### config.mk
export PLATFORM = sky130hd
export DESIGN_NAME = mor_ram
export DESIGN_NICKNAME = d
export VERILOG_FILES = /design/src/rtl/mor_ram.sv
export SDC_FILE = /design/constraint.sdc
export NUM_CORES = 2
export LEC_CHECK = 0
export BUFFER_PORTS_ARGS = -buffer_cell sky130_fd_sc_hd__clkbuf_2
export CAP_MARGIN = 20
export CORE_MARGIN = 2
export CORE_UTILIZATION = 60
export CTS_BUF_LIST = sky130_fd_sc_hd__clkbuf_16
export CTS_CLUSTER_SIZE = 25
export DETAILED_ROUTE_END_ITERATION = 6
export PLACE_DENSITY = 0.73
export SETUP_SLACK_MARGIN = 0.5
export SLEW_MARGIN = 20
export SYNTH_ARGS = -nofsm -noshare
export SYNTH_HDL_FRONTEND = slang
export SYNTH_SLANG_ARGS = --single-unit
### constraint.sdc
create_clock -name clk -period 5.33 [get_ports clk]
set_clock_uncertainty 0.1 [all_clocks]
set_input_delay 1.066 -clock clk [delete_from_list [all_inputs] [get_ports clk]]
set_output_delay 1.066 -clock clk [all_outputs]
set_load 0.02 [all_outputs]
### src/rtl/mor_ram.sv
// Generic simple dual-port RAM with one write port and a registered read port.
module mor_ram #(
  parameter int WIDTH = 8,
  parameter int DEPTH = 256,
  localparam int AW = (DEPTH > 1) ? $clog2(DEPTH) : 1
) (
  input  logic             clk,
  input  logic             we,
  input  logic [AW-1:0]    waddr,
  input  logic [WIDTH-1:0] wdata,
  input  logic [AW-1:0]    raddr,
  output logic [WIDTH-1:0] rdata
);

  logic [WIDTH-1:0] mem [DEPTH];

  always_ff @(posedge clk) begin
    if (we) begin
      mem[waddr] <= wdata;
    end
    rdata <= mem[raddr];
  end

endmodule

==> results.sh <==
export IMPL_outcome="completed"
export IMPL_reg2reg_from="mem[211][5]"
export IMPL_cts_max_level=4
export IMPL_required_ns=5.89
export IMPL_cts_path_max_buffers=3
export IMPL_gp_congestion=0.909
export IMPL_place_ws_ns=0.411
export IMPL_tightest_slew_ns=1.14
export IMPL_synth_area_per_cell_um2=21.3
export IMPL_portBuffers=33
export IMPL_numCtsBuffers=194
export IMPL_layout_commonest_cell="edfxtp_1"
export IMPL_grt_use_total_pct=28.8
export IMPL_timing_worst_setup_path_type="primary input to register"
export IMPL_setup_tns_ns=0
export IMPL_crit_end="rdata[5]"
export IMPL_cp_end_kind="register"
export IMPL_tritoncts="yes"
export IMPL_hold_buffers=0
export IMPL_path_common_cell="buf_4"
export IMPL_rows=133
export IMPL_grt_antenna_before_repair=7
export IMPL_arrival_ns=4.60
export IMPL_clk_insertion_delay_late_ns=0.84
export IMPL_p_switching_uw=7030
export IMPL_cp_depth=9
export IMPL_cpLargestDelayFamily="buffers and inverters"
export IMPL_drc=0
export IMPL_drtIter0Drc=5810
export IMPL_clk_pin_slew_ns=0.07
export IMPL_dieWidth_um=368
export IMPL_initial_core_util_pct=60.5
export IMPL_netlist_area_mm2=0.0796
export IMPL_yosys_register_bits=2056
export IMPL_intPower_uw=25500
export IMPL_fin_crit_sh_pct=75.8
export IMPL_path_max_fanout=41
export IMPL_finalWorstSetupSlack_ns=1.29
export IMPL_leakage_uw=0.0275
export IMPL_drv_slew=0
export IMPL_rr_worst_depth=6
export IMPL_pwr_share_comb_pct=5.0
export IMPL_synth_warnings=0
export IMPL_syn_inst=3733
export IMPL_grt_pass1_vias=39500
export IMPL_min_delay_path_class="primary input to register"
export IMPL_die_h_um=368
export IMPL_cp_slowest_cell="nor3_1"
export IMPL_seqPwrFrac_pct=54.9
export IMPL_worstSetupStartpoint="raddr[0]"
export IMPL_rsz0062_at_grt="false"
export IMPL_wl_per_cell_um=33.2
export IMPL_firstDrtPassIters=5
export IMPL_core_area_mm2=0.131
export IMPL_clock_fmax_ghz=0.247
export IMPL_critPathBufInv=4
export IMPL_cp_cell_sequence="buf_8 -> buf_12 -> buf_4 -> buf_4 -> mux4_2 -> a221oi_1 -> o32ai_1 -> nor3_1 -> nor4_1"
export IMPL_hpwlAfterDp_um=117000
export IMPL_synth_distinct_cells=55
export IMPL_fin_crit_ns=4.04
export IMPL_cts_resized=0
export IMPL_worstSetupStartpointType="primary input"
export IMPL_regToRegEndpoint="rdata[5]"
export IMPL_p_per_area_mw_per_mm2=369
export IMPL_drive_gt1_share_pct=23.1
export IMPL_dieArea_mm2=0.136
export IMPL_root_buffer="clkbuf_16"
export IMPL_ios=34
export IMPL_wirelength_um=193000
export IMPL_setup_viol=0
export IMPL_switching_share_pct=21.6
export IMPL_maxCapViolCount=0
export IMPL_crit_path_max_incr_delay_ns=0.83
export IMPL_reg2reg_slack_ns=2.36
export IMPL_cts_sinks=2056
export IMPL_grt_max_degree=166
export IMPL_fin_nets=3921
export IMPL_relSlewSlack_pct=23.9
export IMPL_layout_common_cells="edfxtp_1, mux4_2, nor2_1"
export IMPL_ir_drop_mv=0.356
export IMPL_yosysSeqAreaShare_pct=77.5
export IMPL_drt_vias_per_instance=6.83
export IMPL_clock_power_share_pct=40.0
export IMPL_ant_nets=0
export IMPL_grt_overflow=0
export IMPL_finalHoldViolations=0
export IMPL_vias=39700
export IMPL_grt_pass1_wl_um=279000
export IMPL_area_growth_pct=10.8
export IMPL_post_cts_buffers=0
export IMPL_synth_fp_nets=3759
==> worst min-delay path by stage <==
stage / startpoint / end / slack, ns / cells past startpoint
after CTS: wdata[4] / mem[90][4] / 0.75 / 1
final: wdata[5] / mem[254][5] / 0.58 / 1
after floorplan: mem[40][3] / rdata[3] / 0.67 / 6
after global placement: mem[38][6] / rdata[6] / 0.91 / 5
after detailed placement: mem[102][7] / rdata[7] / 0.91 / 5
after global routing: wdata[5] / mem[254][5] / 0.57 / 1
==> power groups by stage <==
stage,sequential [µW],clock (µW),combinational (µW)
floorplan,18200,0,866
global placement,18200,0,1590
detailed placement,18200,0,1620
CTS,17900,13100,1620
global route,17900,13700,1710
finish,17900,13000,1640
==> per-layer routing <==
layer / GRT usage (%) / share of wire [%] / wire length (µm) / vias up
li1: - / - / - / 16000
met1: 41.4 / 38 / 72500 / 20800
met2: 44.8 / 48 / 93000 / 2436
met3: 6.10 / 11 / 20500 / 405
met4: 10.1 / 3.6 / 6860 / 8
met5: 0 / 0.027 / 53 / -
==> Yosys cell counts, drive strengths merged <==
master / count / area [µm²]
edfxtp: 2048 / 61500
mux4: 456 / 10300
nor2: 282 / 1060
mux2i: 134 / 1340
a22oi: 133 / 998
buf: 122 / 1030
clkbuf: 111 / 417
a21oi: 96 / 480
o221ai: 47 / 418
nand3: 34 / 170
nand2: 33 / 124
nor2b: 31 / 194
o22ai: 28 / 175
nor4: 27 / 188
nor3: 22 / 110
a211oi: 16 / 120
a221oi: 14 / 129
o21ai: 12 / 60.1
nand4: 10 / 62.6
o211ai: 10 / 75.1
a22o: 8 / 70.1
dfxtp: 8 / 160
nand2b: 8 / 50.1
and2: 6 / 37.5
a2111oi: 5 / 52.6
o22a: 5 / 43.8
o32ai: 5 / 51.3
or2: 4 / 25.0
a311oi: 2 / 17.5
a31oi: 2 / 12.5
and3b: 2 / 17.5
nand3b: 2 / 15.0
a21boi: 1 / 7.51
and3: 1 / 6.26
clkinv: 1 / 3.75
inv: 1 / 3.75
mux2: 1 / 11.3
nor3b: 1 / 7.51
nor4b: 1 / 8.76
o311ai: 1 / 8.76
or2b: 1 / 7.51
or3b: 1 / 8.76
==> worst reg2reg max path, cell delays in order (launching register included) <==
cell	delay [ns]
edfxtp_1	0.37
mux4_2	0.54
a22o_1	0.31
a221oi_1	0.40
o32ai_1	0.17
nor3_1	0.83
nor4_1	0.12
==> flip-flops by register name (all words and copies together), names as in the netlist <==
register,cells
mem,2048
rdata,8
==> stage by stage <==
| step | cells | utilization, % | cell area [µm²] | hold WS, ns | power (µW) |
|---|---|---|---|---|---|
| after floorplan | 3733 | - | 79600 | 0.670 | 19100 |
| after global placement | 5453 | 62.5 | 82100 | 0.911 | 19800 |
| after detailed placement | 5453 | 62.5 | 82100 | 0.908 | 19800 |
| after CTS | 5810 | 67.0 | 88100 | 0.745 | 32600 |
| after global routing | 5811 | 67.0 | 88100 | 0.574 | 33300 |
| final | 5818 | 67.1 | 88200 | 0.583 | 32500 |
==> kinds of logic after synthesis <==
logic type | Yosys count | share of synthesized area (%)
AOI/OAI and AO/OA | 385 | 3.42
buffers and inverters | 235 | 1.83
DFF | 2056 | 77.5
muxes | 591 | 14.6
and+or+nand+nor | 466 | 2.63
==> layout make-up <==
type | count | area, µm²
Multi-Input combinational cell | 1442 | 16500
Antenna cell | 7 | 17.5
Clock inverter | 162 | 1110
Fill cell | 8160 | 43300
Timing Repair Buffer | 199 | 1790
Clock buffer | 195 | 4880
Inverter | 2 | 7.51
Sequential cell | 2056 | 61700
Tap cell | 1755 | 2200
Power figures use the tool's default switching activity.
