**src/rtl/mor_pkg.sv**
```systemverilog
// Shared types and constants for the maximal ones rectangle block.
package mor_pkg;

  // Default sizes for the top-level parameters
  localparam int DEF_MAX_COLS = 256;
  localparam int DEF_MAX_ROWS = 256;

  // Row width register
  localparam int ROW_WIDTH_W = 9;
  localparam logic [ROW_WIDTH_W-1:0] ROW_WIDTH_RESET = 9'd256;

  // Area result and its saturation ceiling
  localparam int AREA_W = 17;
  localparam logic [AREA_W-1:0] AREA_LIMIT = 17'h1FFFF;

  // Input word: one matrix cell
  typedef struct packed {
    logic cell_req;
    logic last_cell;
  } in_word_t;

  // Output word: one matrix result
  typedef struct packed {
    logic [AREA_W-1:0] max_area;
    logic              row_overflow;
  } out_word_t;

  // Control from the sequencer to the best-area tracker
  typedef struct packed {
    logic clear;
    logic load;
  } area_ctl_t;

endpackage

```
**src/rtl/mor_area.sv**
```systemverilog
// Best-area tracker: bar height times width, saturated, kept as a running max.
module mor_area import mor_pkg::*; #(
  parameter int MAX_COLS = DEF_MAX_COLS,
  parameter int MAX_ROWS = DEF_MAX_ROWS,
  localparam int NW = $clog2(MAX_COLS + 1),
  localparam int HW = $clog2(MAX_ROWS + 1)
) (
  input  logic              clk,
  input  logic              rst,
  input  area_ctl_t         ctl,
  input  logic [HW-1:0]     bar_h,
  input  logic [NW-1:0]     bar_w,
  output logic [AREA_W-1:0] best
);

  localparam int PW = HW + NW;
  localparam int EW = (PW > AREA_W) ? PW : AREA_W;

  logic [PW-1:0]     prod;
  logic [EW-1:0]     prod_ext;
  logic [AREA_W-1:0] area_sat;

  // Candidate area, clipped at the area ceiling
  assign prod     = {{NW{1'b0}}, bar_h} * {{HW{1'b0}}, bar_w};
  assign prod_ext = EW'(prod);
  assign area_sat = (prod_ext > EW'(AREA_LIMIT)) ? AREA_LIMIT : AREA_W'(prod_ext);

  always_ff @(posedge clk) begin
    if (rst || ctl.clear) begin
      best <= '0;
    end else if (ctl.load && (area_sat > best)) begin
      best <= area_sat;
    end
  end

endmodule

```
**config.mk**
```make
export PLATFORM = sky130hd
export DESIGN_NAME = mor_area
export DESIGN_NICKNAME = d
export VERILOG_FILES = /design/src/rtl/mor_pkg.sv /design/src/rtl/mor_area.sv
export SDC_FILE = /design/constraint.sdc
export NUM_CORES = 1
export LEC_CHECK = 0
export BUFFER_PORTS_ARGS = -buffer_cell sky130_fd_sc_hd__buf_2
export CORE_AREA = 2 2 81 83
export DETAILED_ROUTE_END_ITERATION = 10
export DIE_AREA = 0 0 83 85
export GPL_TIMING_DRIVEN = 0
export PLACE_DENSITY_LB_ADDON = 0.3
export SYNTH_ARGS = -nofsm -noshare
export SYNTH_HDL_FRONTEND = slang
export SYNTH_SLANG_ARGS = --single-unit
export TNS_END_PERCENT = 1
```
**constraint.sdc**
```tcl
create_clock -name clk -period 7 [get_ports clk]
set_input_delay 0.7 -clock clk [delete_from_list [all_inputs] [get_ports clk]]
set_output_delay 0.7 -clock clk [all_outputs]
set_load 0.01 [all_outputs]
```
==> metrics.txt <==
Yosys reg bits=17; register with the most flip-flops=best; Worst-path clk slew=0.07 ns; largest family of logic cells by synthesized area=adder cells; first-pass GRT wire length=13,800 µm; worst vdd ir=~0.28 mV; Post-synth ARST share=0%; final slew viol count=0; crit share post-route=94.3%; Initial Util=59.6%; post-synthesis compound-gate area fraction=between 10% and 20%; Area after DPL=between 0.003 and 0.004 mm²; CP Capture Type=flip-flop; post-synthesis sequential area ratio=9.21%; CTS Buf Count=3; n_diodes=0; Nets=between 600 and 700; initial drt markers=~130; Port Buf Inserts=35; critical-path maximum fanout=10; worst relative slew slack=60.8%; GR Overflow Total=0; hold crit path type=flip-flop to flip-flop; via count=3,111; hold path cells=2; clk_lat worst skew=0.26 ns; post-route cell area=0.00404 mm²; Yosys Warn Count=0; startpoint class of the critical path=primary input; Power per Cell Area=398 mW/mm²; vias in the first global route=3,076; Post-synth EDFFs=0; Die Area=between 0.007 and 0.008 mm²; CTS max path bufs=2; H-Tree Depth=1; kind of critical path=primary input to flip-flop; pin count of the biggest net entering global routing=11; antenna violations before repair=0; DRT Wirelength=7830 µm; Final Critical Period=6.60 ns; Sink Count=17; Max Clock Skew=roughly 0.0038 ns; hold_buf cts=0; boundary pin count=39; status=finished clean; max reg flops=17; die width=83 µm; max_cap viols=0; die height=85 µm; row cnt=29; # setup viols final=0; core area=between 0.006 and 0.007 mm²; drt drc=0; Fillers=545; R2R cell count=9; required time of the critical path=7.14 ns; CTS tree=yes; Synth Area in XOR/XNOR=2.84%; GRT Total Usage=23.3%; syn nets=565; wire per inst=14.1 µm; Total Power=around 1.6 mW; fmax=between 150 and 200 MHz; largest registers=best x17; cell area after synthesis=0.00370 mm²; ys flop type=dfxtp_1; DR pass1 iterations=4; area grow syn2layout=9.24%; simple-gate area share of the yosys netlist=about 18%; Slew @ Worst Pin=between 0.5 and 0.6 ns; post-route ant nets=0; routability cong.=0.836; Syn Area/Cell=~8.4 µm²; placed wire-length estimate=6500 µm; Post-Syn Instances=438; layout cells sized above 1=a little under an eighth; clk root buf=clkbuf_8; mean number of vias per cell=5.60; Hold Fails Final Rpt=0; Yosys cell types=37; post-synthesis mux area share=0%; adder-cell area share of the yosys netlist=45.7%; Arr. time, crit path=6.73 ns; P_leak=between 2 and 2.5 nW
placed cells by master, fill, tap and decap left out, types with 3 or more instances in the layout:
master / n
dfxtp_1: 17
xnor2_1: 8
nand2_1: 51
and2_1: 54
clkbuf_2: 5
buf_4: 4
o21ai_0: 22
a31oi_1: 18
fa_1: 50
buf_2: 35
a21o_1: 5
inv_1: 88
nand3_1: 5
nor2_1: 6
clkbuf_8: 3
xor2_1: 4
ha_1: 55
a21oi_1: 19
cell type report:
| cell class | count | area [µm²] | area share [%] |
|---|---|---|---|
| plain buffers | 10 | 62.6 | 1.55 |
| inverters | 88 | 330 | 8.18 |
| clock buffers | 4 | 45.0 | 1.12 |
| multi-input cells | 323 | 2970 | 73.6 |
| well taps | 77 | 96.3 | 2.39 |
| repair buffers | 37 | 190 | 4.71 |
| flip-flops and latches | 17 | 340 | 8.43 |
path summary, 6_finish.rpt:
check	startpoint	to	slack [ns]
max	bar_h[0]	best[12]$_SDFFE_PP0P_	0.40
max reg2reg	best[14]$_SDFFE_PP0P_	best[12]$_SDFFE_PP0P_	4.82
min reg2reg	best[9]$_SDFFE_PP0P_	best[9]$_SDFFE_PP0P_	0.56
min	best[9]$_SDFFE_PP0P_	best[9]$_SDFFE_PP0P_	0.56
cell families after synthesis:
kind of cell               count (synthesis)
and+or+nand+nor                          127
buffers and inverters                     98
adders and majority gates                105
AOI/OAI and AO/OA                         79
DFF                                       17
xor gates and xnor gates                  12
synthesized netlist by cell type (all sizes together) (3+ instances only):
cell type | number | area share (%)
inv | 88 | 8.9
and2 | 55 | 9.4
ha | 55 | 19
nand2 | 51 | 5.2
fa | 50 | 27
o21ai | 22 | 3.0
a21oi | 19 | 2.6
a31oi | 18 | 3.0
dfxtp | 17 | 9.2
xnor2 | 8 | 1.9
clkbuf | 7 | 0.71
nand3 | 6 | 0.95
nor2 | 6 | 0.61
a21o | 5 | 1.0
xor2 | 4 | 0.95
buf | 3 | 0.71
metal layers:
layer	vias to the layer above	global-route usage [%]	wire length [µm]	part of all wire, %
met4	0	3.87	71	0.91
met1	1541	31.2	3360	43
met3	11	2.14	251	3.2
met5	-	0	0	0
li1	1493	-	-	-
met2	66	42.0	4140	53
metrics by stage:
step / setup TNS [ns] / std cells / hold slack, ns / worst slack [ns] / utilization, %
after global routing: -0.000423 / 556 / 0.589 / -0.000423 / 65.1
final: 0 / 556 / 0.557 / 0.402 / 65.1
after CTS: 0 / 554 / 0.555 / 0.0124 / 64.7
after floorplan: 0 / 438 / 0.566 / 0.479 / -
after detailed placement: -3.75 / 550 / 0.544 / -0.270 / 63.9
after global placement: -2.78 / 550 / 0.539 / -0.195 / 63.9
critical path, cell delays in order:
cell and delay [ns]:
buf_2 0.17, nand2_1 0.10, fa_1 0.51, fa_1 0.55, inv_1 0.05, fa_1 0.52, inv_1 0.05, fa_1 0.52
inv_1 0.04, ha_1 0.36, and3_1 0.22, a221oi_4 0.32, nand3_2 0.18, and2_4 0.19, a211oi_4 0.29, buf_4 0.22
nand2_1 0.06, ha_1 0.30, a21oi_1 0.17, o21a_1 0.19, o211ai_1 0.10, o311a_1 0.42, clkbuf_4 0.22, o21ai_0 0.18
a31oi_1 0.07
power breakdown:
group	internal, mW	switching [mW]
logic	0.557	0.808
registers	0.138	0.0301
clock network	0.0405	0.0350
total	0.736	0.873
what timing repair did:
action / in CTS / in global routing
pin swaps: 0 / 2
gates cloned: 0 / 0
setup buffers: 0 / 2
gates resized for setup: 2 / 10
endpoints found under the setup margin: 3 / 17
Note: power is estimated with default switching activity, not from simulation.
